===== config.mk =====
export PLATFORM = sky130hd
export DESIGN_NAME = id_grade_record_histogram_unit
export DESIGN_NICKNAME = d
export VERILOG_FILES = /design/src/idgrh_pkg.sv /design/src/idgrh_parser.sv /design/src/id_grade_record_histogram_unit.sv
export VERILOG_INCLUDE_DIRS = /design/src /design/src/src
export SDC_FILE = /design/constraint.sdc
export NUM_CORES = 1
export LEC_CHECK = 0
export ABC_AREA = 1
export CORE_UTILIZATION = 30
export CTS_CLUSTER_DIAMETER = 50
export DETAILED_ROUTE_END_ITERATION = 10
export DONT_BUFFER_PORTS = 1
export PLACE_DENSITY = 0.55
export SLEW_MARGIN = 20
export SYNTH_ARGS = -nofsm -noshare
export SYNTH_HDL_FRONTEND = slang
export SYNTH_HIERARCHICAL = 1
export SYNTH_SLANG_ARGS = --single-unit

===== constraint.sdc =====
create_clock -name clock -period 13.3 [get_ports clock]
set_input_delay 2.66 -clock clock [delete_from_list [all_inputs] [get_ports clock]]
set_output_delay 2.66 -clock clock [all_outputs]
set_load 0.005 [all_outputs]

===== src/id_grade_record_histogram_unit_assert.svh =====
// Assertion macros for the grade-record histogram unit.
`ifndef ID_GRADE_RECORD_HISTOGRAM_UNIT_ASSERT_SVH
`define ID_GRADE_RECORD_HISTOGRAM_UNIT_ASSERT_SVH

`ifndef SYNTHESIS
`define IDGRH_ASSERT_RST(name, clk, rst, prop, msg) \
   name: assert property (@(posedge clk) disable iff (rst) prop) else $error(msg);
`define IDGRH_ASSERT_ALWAYS(name, clk, prop, msg) \
   name: assert property (@(posedge clk) prop) else $error(msg);
`else
`define IDGRH_ASSERT_RST(name, clk, rst, prop, msg)
`define IDGRH_ASSERT_ALWAYS(name, clk, prop, msg)
`endif

`endif


===== src/idgrh_pkg.sv =====
// Shared types and constants of the grade-record histogram unit.
`timescale 1ns / 1ps
package idgrh_pkg;

   localparam int COUNT_WIDTH  = 24;
   localparam int MAX_LINE_LEN = 99;
   localparam int ID_WIDTH     = 31;
   localparam int ACC_WIDTH    = 32;
   localparam int GRADE_WIDTH  = 10;
   localparam int LEN_WIDTH    = 7;
   localparam int NUM_BINS     = 10;
   localparam int BIN_WIDTH    = 4;

   localparam logic [COUNT_WIDTH-1:0] COUNT_MAX = {COUNT_WIDTH{1'b1}};

   localparam logic [7:0] CHAR_NEWLINE = 8'd10;
   localparam logic [7:0] CHAR_NUL     = 8'd0;
   localparam logic [7:0] CHAR_TAB     = 8'd9;
   localparam logic [7:0] CHAR_SPACE   = 8'd32;
   localparam logic [7:0] CHAR_COMMA   = 8'd44;
   localparam logic [7:0] CHAR_MINUS   = 8'd45;
   localparam logic [7:0] CHAR_ZERO    = 8'd48;
   localparam logic [7:0] CHAR_NINE    = 8'd57;

   localparam logic [GRADE_WIDTH-1:0] GRADE_FULL = 10'd100;

   // line verdict codes
   localparam logic [1:0] VERDICT_PARSING = 2'd0;
   localparam logic [1:0] VERDICT_REJECT  = 2'd1;
   localparam logic [1:0] VERDICT_BAD     = 2'd2;
   localparam logic [1:0] VERDICT_STOPPED = 2'd3;

   // result status codes
   localparam logic [1:0] STATUS_ACCEPTED  = 2'd0;
   localparam logic [1:0] STATUS_REJECTED  = 2'd1;
   localparam logic [1:0] STATUS_MALFORMED = 2'd2;

   // register indexes
   localparam logic CSR_MIN_ID = 1'b0;
   localparam logic CSR_MAX_ID = 1'b1;

   typedef struct packed {
      logic [ACC_WIDTH-1:0]   id;
      logic [GRADE_WIDTH-1:0] grade;
      logic [1:0]             verdict;
      logic                   too_long;
   } line_snap_type;

   // bin of a grade: grade / 10, with 100 and above in the top bin
   function automatic logic [BIN_WIDTH-1:0] bin_of(input logic [GRADE_WIDTH-1:0] grade);
      logic [BIN_WIDTH-1:0] bin;
      bin = '0;
      for (int k = 1; k < NUM_BINS; k++) begin
         if (grade >= GRADE_WIDTH'(k * 10)) begin
            bin = bin + 1'b1;
         end
      end
      return bin;
   endfunction

endpackage


===== src/idgrh_parser.sv =====
// Byte-level line parser: builds id, grade, verdict and length of the open line.
`timescale 1ns / 1ps
module idgrh_parser (
   input  logic                       clock,
   input  logic                       reset,
   input  logic                       byte_accept,
   input  logic [7:0]                 data_byte,
   output idgrh_pkg::line_snap_type   line_snap
);
   import idgrh_pkg::*;

   localparam logic [2:0] ST_START = 3'd0;
   localparam logic [2:0] ST_WS1   = 3'd1;
   localparam logic [2:0] ST_WS2   = 3'd2;
   localparam logic [2:0] ST_WS3   = 3'd3;
   localparam logic [2:0] ST_WS4   = 3'd4;
   localparam logic [2:0] ST_ID    = 3'd5;
   localparam logic [2:0] ST_COMMA = 3'd6;
   localparam logic [2:0] ST_GRADE = 3'd7;

   logic [2:0]             state_ff,   state_in;
   logic [ACC_WIDTH-1:0]   id_ff,      id_in;
   logic [GRADE_WIDTH-1:0] grade_ff,   grade_in;
   logic [1:0]             verdict_ff, verdict_in;
   logic [LEN_WIDTH-1:0]   length_ff,  length_in;

   logic                   is_digit, is_blank, is_comma, is_minus;
   logic [3:0]             digit;
   logic [ACC_WIDTH+3:0]   id_next;
   logic [GRADE_WIDTH+3:0] grade_next;
   logic [ACC_WIDTH-1:0]   id_sat;
   logic [GRADE_WIDTH-1:0] grade_sat;

   always_comb begin
      is_digit = (data_byte >= CHAR_ZERO) && (data_byte <= CHAR_NINE);
      is_blank = (data_byte == CHAR_SPACE) || (data_byte == CHAR_TAB);
      is_comma = (data_byte == CHAR_COMMA);
      is_minus = (data_byte == CHAR_MINUS);
      digit    = data_byte[3:0];

      // times ten as shift and add, then clamp
      id_next    = {1'b0, id_ff, 3'b000} + {3'b000, id_ff, 1'b0}
                   + {{ACC_WIDTH{1'b0}}, digit};
      grade_next = {1'b0, grade_ff, 3'b000} + {3'b000, grade_ff, 1'b0}
                   + {{GRADE_WIDTH{1'b0}}, digit};
      id_sat     = (id_next[ACC_WIDTH+3:ACC_WIDTH] != '0) ? {ACC_WIDTH{1'b1}}
                                                          : id_next[ACC_WIDTH-1:0];
      grade_sat  = (grade_next[GRADE_WIDTH+3:GRADE_WIDTH] != '0) ? {GRADE_WIDTH{1'b1}}
                                                                  : grade_next[GRADE_WIDTH-1:0];
   end

   always_comb begin
      state_in   = state_ff;
      id_in      = id_ff;
      grade_in   = grade_ff;
      verdict_in = verdict_ff;
      length_in  = length_ff;
      if (byte_accept) begin
         if (data_byte == CHAR_NEWLINE) begin
            state_in   = ST_START;
            id_in      = '0;
            grade_in   = '0;
            verdict_in = VERDICT_PARSING;
            length_in  = '0;
         end else begin
            if (length_ff != {LEN_WIDTH{1'b1}}) begin
               length_in = length_ff + 1'b1;
            end
            if (verdict_ff == VERDICT_PARSING) begin
               if (data_byte == CHAR_NUL) begin
                  verdict_in = VERDICT_STOPPED;
               end else begin
                  case (state_ff)
                     ST_START, ST_WS1: begin
                        if (is_blank) begin
                           state_in = ST_WS1;
                        end else if (is_digit) begin
                           id_in    = {{(ACC_WIDTH-4){1'b0}}, digit};
                           state_in = ST_ID;
                        end else begin
                           verdict_in = VERDICT_BAD;
                        end
                     end
                     ST_ID: begin
                        if (is_digit) begin
                           id_in = id_sat;
                        end else if (is_blank) begin
                           state_in = ST_WS2;
                        end else if (is_comma) begin
                           state_in = ST_COMMA;
                        end else begin
                           verdict_in = VERDICT_BAD;
                        end
                     end
                     ST_WS2: begin
                        if (is_blank) begin
                           state_in = ST_WS2;
                        end else if (is_comma) begin
                           state_in = ST_COMMA;
                        end else begin
                           verdict_in = VERDICT_BAD;
                        end
                     end
                     ST_COMMA, ST_WS3: begin
                        if (is_digit) begin
                           grade_in = {{(GRADE_WIDTH-4){1'b0}}, digit};
                           state_in = ST_GRADE;
                        end else if (is_blank) begin
                           state_in = ST_WS3;
                        end else if (is_minus) begin
                           verdict_in = VERDICT_REJECT;
                        end else begin
                           verdict_in = VERDICT_BAD;
                        end
                     end
                     ST_GRADE: begin
                        if (is_digit) begin
                           grade_in = grade_sat;
                        end else if (is_blank) begin
                           state_in = ST_WS4;
                        end else if (is_minus) begin
                           verdict_in = VERDICT_REJECT;
                        end else begin
                           verdict_in = VERDICT_BAD;
                        end
                     end
                     default: begin
                        if (!is_blank) begin
                           verdict_in = VERDICT_BAD;
                        end
                     end
                  endcase
               end
            end
         end
      end
   end

   always_ff @(posedge clock) begin
      if (reset) begin
         state_ff   <= ST_START;
         id_ff      <= '0;
         grade_ff   <= '0;
         verdict_ff <= VERDICT_PARSING;
         length_ff  <= '0;
      end else begin
         state_ff   <= state_in;
         id_ff      <= id_in;
         grade_ff   <= grade_in;
         verdict_ff <= verdict_in;
         length_ff  <= length_in;
      end
   end

   assign line_snap.id       = id_ff;
   assign line_snap.grade    = grade_ff;
   assign line_snap.verdict  = verdict_ff;
   assign line_snap.too_long = (length_ff > LEN_WIDTH'(MAX_LINE_LEN));

endmodule


===== src/id_grade_record_histogram_unit.sv =====
// Top level of the grade-record histogram unit: line judging, bins and result word.
// A newline that is taken gives its result word through the line register, then the output
// register; other bytes give no word.
// Throughput: one byte per cycle; input stalls only while a finished line waits in the
// line register behind a stalled result word in the output register.
// Reset (sync, active high) clears parser, counters, sticky error, bins; ids 22200000/22299999.
`timescale 1ns / 1ps
`include "id_grade_record_histogram_unit_assert.svh"
module id_grade_record_histogram_unit (
   input  logic        clock,
   input  logic        reset,
   input  logic        req_valid,
   output logic        req_stall,
   input  logic [7:0]  req_data_byte,
   output logic        rsp_valid,
   input  logic        rsp_stall,
   output logic [1:0]  rsp_line_status,
   output logic [23:0] rsp_line_number,
   output logic [3:0]  rsp_bin_index,
   output logic [23:0] rsp_bin_count,
   output logic [23:0] rsp_reject_total,
   input  logic        csr_wr_en,
   input  logic        csr_index,
   input  logic [30:0] csr_wdata
);
   import idgrh_pkg::*;

   logic                   req_accept, newline_accept, judge_fire;
   line_snap_type          cur_snap;

   logic [ID_WIDTH-1:0]    min_id_ff, min_id_in;
   logic [ID_WIDTH-1:0]    max_id_ff, max_id_in;

   logic                   evt_valid_ff, evt_valid_in;
   line_snap_type          evt_snap_ff;

   logic                   sticky_ff, sticky_in;
   logic [COUNT_WIDTH-1:0] line_cnt_ff, line_cnt_in;
   logic [COUNT_WIDTH-1:0] reject_cnt_ff, reject_cnt_in;
   logic [COUNT_WIDTH-1:0] bins_ff [NUM_BINS];
   logic [COUNT_WIDTH-1:0] bin_new;

   logic                   rsp_valid_ff, rsp_valid_in;
   logic [1:0]             status_ff, status_in;
   logic [COUNT_WIDTH-1:0] line_num_ff;
   logic [BIN_WIDTH-1:0]   bin_idx_ff, bin_idx_in;
   logic [COUNT_WIDTH-1:0] bin_cnt_ff, bin_cnt_in;
   logic [COUNT_WIDTH-1:0] reject_tot_ff;

   logic                   line_bad, line_reject;
   logic [BIN_WIDTH-1:0]   bin_sel;

   // the line register frees up as its word moves to the output register
   assign judge_fire     = evt_valid_ff && (!rsp_valid_ff || !rsp_stall);
   assign req_stall      = evt_valid_ff && !judge_fire;
   assign req_accept     = req_valid && !req_stall;
   assign newline_accept = req_accept && (req_data_byte == CHAR_NEWLINE);

   idgrh_parser u_parser (
      .clock       (clock),
      .reset       (reset),
      .byte_accept (req_accept),
      .data_byte   (req_data_byte),
      .line_snap   (cur_snap)
   );

   always_comb begin
      min_id_in = min_id_ff;
      max_id_in = max_id_ff;
      if (csr_wr_en) begin
         case (csr_index)
            CSR_MIN_ID: min_id_in = csr_wdata;
            CSR_MAX_ID: max_id_in = csr_wdata;
            default: begin
            end
         endcase
      end
   end

   always_comb begin
      line_bad    = sticky_ff || (min_id_ff > max_id_ff) || evt_snap_ff.too_long
                    || (evt_snap_ff.verdict == VERDICT_BAD);
      line_reject = (evt_snap_ff.verdict == VERDICT_REJECT)
                    || (evt_snap_ff.id < {1'b0, min_id_ff})
                    || (evt_snap_ff.id > {1'b0, max_id_ff})
                    || (evt_snap_ff.grade > GRADE_FULL);
      bin_sel     = bin_of(evt_snap_ff.grade);
      bin_new     = (bins_ff[bin_sel] == COUNT_MAX) ? COUNT_MAX : bins_ff[bin_sel] + 1'b1;

      evt_valid_in  = newline_accept ? 1'b1 : (judge_fire ? 1'b0 : evt_valid_ff);
      sticky_in     = sticky_ff;
      line_cnt_in   = line_cnt_ff;
      reject_cnt_in = reject_cnt_ff;
      status_in     = STATUS_ACCEPTED;
      bin_idx_in    = '0;
      bin_cnt_in    = '0;
      if (judge_fire) begin
         line_cnt_in = (line_cnt_ff == COUNT_MAX) ? COUNT_MAX : line_cnt_ff + 1'b1;
         if (line_bad) begin
            sticky_in = 1'b1;
            status_in = STATUS_MALFORMED;
         end else if (line_reject) begin
            status_in     = STATUS_REJECTED;
            reject_cnt_in = (reject_cnt_ff == COUNT_MAX) ? COUNT_MAX : reject_cnt_ff + 1'b1;
         end else begin
            status_in  = STATUS_ACCEPTED;
            bin_idx_in = bin_sel;
            bin_cnt_in = bin_new;
         end
      end
      rsp_valid_in = judge_fire ? 1'b1 : (rsp_stall ? rsp_valid_ff : 1'b0);
   end

   always_ff @(posedge clock) begin
      if (reset) begin
         min_id_ff     <= ID_WIDTH'(22200000);
         max_id_ff     <= ID_WIDTH'(22299999);
         evt_valid_ff  <= 1'b0;
         sticky_ff     <= 1'b0;
         line_cnt_ff   <= '0;
         reject_cnt_ff <= '0;
         rsp_valid_ff  <= 1'b0;
         for (int i = 0; i < NUM_BINS; i++) begin
            bins_ff[i] <= '0;
         end
      end else begin
         min_id_ff     <= min_id_in;
         max_id_ff     <= max_id_in;
         evt_valid_ff  <= evt_valid_in;
         sticky_ff     <= sticky_in;
         line_cnt_ff   <= line_cnt_in;
         reject_cnt_ff <= reject_cnt_in;
         rsp_valid_ff  <= rsp_valid_in;
         if (judge_fire && !line_bad && !line_reject) begin
            bins_ff[bin_sel] <= bin_new;
         end
      end
   end

   // payload registers: hold the line snapshot and the result word
   always_ff @(posedge clock) begin
      if (newline_accept) begin
         evt_snap_ff <= cur_snap;
      end
      if (judge_fire) begin
         status_ff     <= status_in;
         line_num_ff   <= line_cnt_in;
         bin_idx_ff    <= bin_idx_in;
         bin_cnt_ff    <= bin_cnt_in;
         reject_tot_ff <= reject_cnt_in;
      end
   end

   assign rsp_valid        = rsp_valid_ff;
   assign rsp_line_status  = status_ff;
   assign rsp_line_number  = line_num_ff;
   assign rsp_bin_index    = bin_idx_ff;
   assign rsp_bin_count    = bin_cnt_ff;
   assign rsp_reject_total = reject_tot_ff;

   `IDGRH_ASSERT_RST(a_sticky_holds, clock, reset, sticky_ff |=> sticky_ff, "sticky error dropped without reset")
   `IDGRH_ASSERT_RST(a_bad_sets_sticky, clock, reset, (judge_fire && line_bad) |=> (sticky_ff && rsp_valid_ff && (status_ff == STATUS_MALFORMED)), "malformed line did not set sticky error")
   `IDGRH_ASSERT_RST(a_no_bin_unless_accepted, clock, reset, (rsp_valid_ff && (status_ff != STATUS_ACCEPTED)) |-> ((bin_idx_ff == '0) && (bin_cnt_ff == '0)), "bin fields set on a line that was not accepted")
   `IDGRH_ASSERT_ALWAYS(a_stall_only_when_full, clock, req_stall |-> (evt_valid_ff && rsp_valid_ff), "input stalled with room in the pipeline")

endmodule


==> impl_metrics.json <==
{
  "grt.total_usage_pct": 16.6,
  "antenna_left": 0,
  "reg2reg_slack_ns": 3.86,
  "worst_slew_pin_slew_ns": 1.13,
  "num_rows": 126,
  "cts.sinks": 674,
  "synth-seq-area-share_pct": 51.6,
  "drt_iter0_markers": 2442,
  "synth_ff_type": "edfxtp_1",
  "start_util_pct": 30.4,
  "finalClockSkew_ns": 0.0314,
  "relSlewSlack_pct": 24.5,
  "worstHoldStart": "u_parser/verdict_ff[1]$_SDFFE_PP0P_",
  "portBuffers": 0,
  "rr_startpoint": "evt_snap_ff[9]$_DFFE_PP_",
  "cp_common_cell": "nand2_1",
  "grt_pass1_vias": 26611,
  "synthMuxAreaShare_pct": 0,
  "drtPass1Iterations": 6,
  "fin_crit_sh_pct": 71.0,
  "wl_per_cell_um": 17.9,
  "whs_endpoint": "evt_snap_ff[2]$_DFFE_PP_",
  "critPathBufInv": 9,
  "cp_top_family": "simple AND/OR/NAND/NOR gates",
  "fin_hold_ws_ns": 0.473,
  "clkTransAtPathRegs_ns": 0.06,
  "cts_htree_levels": 3,
  "async_flop_share_pct": 0,
  "cts_resized": 0,
  "drive_gt1_share_pct": 9.77,
  "yosysWarnings": 6,
  "drt-total-wl_mm": 101,
  "slowest_delay_ns": 0.89,
  "fin_crit_ns": 9.44,
  "mostFrequentLayoutCell": "nand2_1",
  "cp-end-kind": "flop",
  "hold_depth": 0,
  "clockBufferDepth": 3,
  "vias": 27539,
  "fmax_mhz": 106,
  "synth_area_per_cell_um2": 8.96,
  "drc": 0,
  "synth_area_leaders": "edfxtp_1 42%, dfxtp_1 9.3%, nand3_1 8.6%",
  "cts-hold-fix-buffers": 0,
  "syn-num-nets": 4248,
  "vias_per_cell": 4.87,
  "synth_top_area_share_pct": 42.3,
  "cts_buffers": 90,
  "setup_tns_ns": 0,
  "die-area_um2": 121000,
  "synth_simple_gate_area_share_pct": 26.2,
  "mostFrequentLayoutCells": "817 x nand2_1, 621 x nand3_1, 507 x edfxtp_1",
  "critPathLaunchType": "flop",
  "power_density_nw_per_um2": 120,
  "area_growth_pct": 12.4,
  "reg2regPathDepth": 45,
  "synth_top_area_cell": "edfxtp_1",
  "setup.worst_path.class": "flop to flop",
  "place_congestion": 0.928,
  "syn-cell-area_um2": 36000,
  "drv_cap": 0,
  "cts-root-buf": "clkbuf_16",
  "final_nets": 4212,
  "ir_worst_vdd_mv": 0.0866,
  "core-area_um2": 118000,
  "hold_violations": 0,
  "dp_hpwl_mm": 67.4,
  "grt_max_degree": 89,
  "status": "completed",
  "fp.dieH_um": 348,
  "cts_setup_buffers": 0,
  "synthDistinctLibCells": 64,
  "synth_top_family_by_area": "simple AND/OR/NAND/NOR gates",
  "synth-edff-count": 507,
  "antenna_found_initial": 2,
  "synth_fa_ha_area_share_pct": 6.69,
  "rsz0062_at_grt": "false",
  "cp_max_fo": 65,
  "overflow": 0,
  "setup_viol": 0,
  "power_mw": 4.87,
  "drv_slew": 0,
  "clk-insertion-delay-late_ns": 0.68,
  "required_ns": 13.67,
  "leakage_nw": 16.2,
  "reg2reg_to": "bins_ff[9][21]$_DFFE_PP_",
  "grt_pass1_wl_mm": 157,
  "die_w_um": 348,
  "io_pins": 125,
  "hp-class": "flop to flop",
  "synthXorXnorAreaFrac_pct": 1.49,
  "cp_data_arrival_time_ns": 9.81,
  "synth-compound-area-share_pct": 7.27,
  "cts_tree": "built",
  "netlist_instances": 4013,
  "cp_slowest_cell": "o21ai_4",
  "ys_seq_elements": 674
}
## final cells by class
type / instances / area [µm²]
diodes: 2 / 5.00
repair buffers: 36 / 270
fillers: 12114 / 78000
well taps: 1600 / 2000
multi-input cells: 2777 / 15100
inverters: 398 / 1500
flip-flops and latches: 674 / 18600
clock buffers: 114 / 2440
clock inverters: 56 / 571
## synth_stat cells (all sizes together), types with 2 or more instances
master / instances
nand3b: 12
and3: 2
dfxtp: 167
o2111ai: 2
a21oi: 225
o211ai: 31
clkinv: 4
nand3: 636
o22ai: 2
nor2: 440
a21boi: 13
nand4: 37
nor4: 16
o21a: 5
inv: 394
a211oi: 10
xor2: 35
o21bai: 8
a22oi: 16
ha: 186
nor3: 43
edfxtp: 507
a21o: 5
o21ai: 102
nand2: 882
clkbuf: 67
xnor2: 20
fa: 4
a31oi: 19
buf: 97
or2: 16
## sequential cells by signal, indices dropped and copies added, names as in the netlist, 2 cells and up
| name | flops |
|---|---|
| bins_ff | 384 |
| evt_snap_ff | 45 |
| line_cnt_ff | 24 |
| max_id_ff | 31 |
| min_id_ff | 31 |
| reject_cnt_ff | 24 |
| rsp_bin_count | 24 |
| rsp_bin_index | 4 |
| rsp_line_number | 24 |
| rsp_line_status | 2 |
| rsp_reject_total | 24 |
| u_parser/grade_ff | 10 |
| u_parser/id_ff | 32 |
| u_parser/length_ff | 7 |
| u_parser/state_ff | 3 |
| u_parser/verdict_ff | 2 |
## how the worst max path moves through the flow
stage	to	depth (start not counted)	startpoint
floorplan	bins_ff[12][0]$_DFFE_PP_	9	rsp_stall
global placement	bins_ff[6][9]$_SDFFCE_PN0P_	32	evt_snap_ff[9]$_DFFE_PP_
detailed placement	bins_ff[2][8]$_SDFFCE_PN0P_	34	evt_snap_ff[9]$_DFFE_PP_
CTS	bins_ff[2][3]$_SDFFCE_PN0P_	34	evt_snap_ff[9]$_DFFE_PP_
global route	bins_ff[11][21]$_DFFE_PP_	43	evt_snap_ff[9]$_DFFE_PP_
finish	bins_ff[9][21]$_DFFE_PP_	45	evt_snap_ff[9]$_DFFE_PP_
## per-layer routing
metal  track usage [%]  vias up  wire length, µm
met5                 0        -               13
met4              5.59        2             2870
met3              3.26      142             7480
met2              26.5      829            45600
met1              22.4    12917            45300
li1                  -    13649                -
## where the power goes
part / internal (mW) / leakage, nW / switching, mW / total (mW)
sequential: 2.28 / 5.98 / 0.0137 / 2.30
clock: 1.40 / 1.47 / 1.00 / 2.40
combinational: 0.0525 / 8.75 / 0.115 / 0.167
total: 3.73 / 16.2 / 1.13 / 4.87
## kinds of logic after synthesis
| logic type | Yosys count |
|---|---|
| flip-flops | 674 |
| AND/OR/NAND/NOR | 2087 |
| adder cells (fa/ha/maj) | 190 |
| AO/OA/AOI/OAI | 445 |
| XOR/XNOR | 55 |
| buffers and inverters | 562 |
## stage by stage
stage | cell area (µm²) | utilization (%) | instances | setup WS (ns)
3_5_place_dp | 37400 | 31.6 | 5485 | 3.90
5_1_grt | 40400 | 34.1 | 5655 | 3.17
2_1_floorplan | 36000 | - | 4013 | 2.86
3_3_place_gp | 37400 | 31.6 | 5485 | 3.80
6_report | 40400 | 34.1 | 5657 | 3.86
4_1_cts | 40400 | 34.1 | 5655 | 3.86
Power figures use the tool's default switching activity.
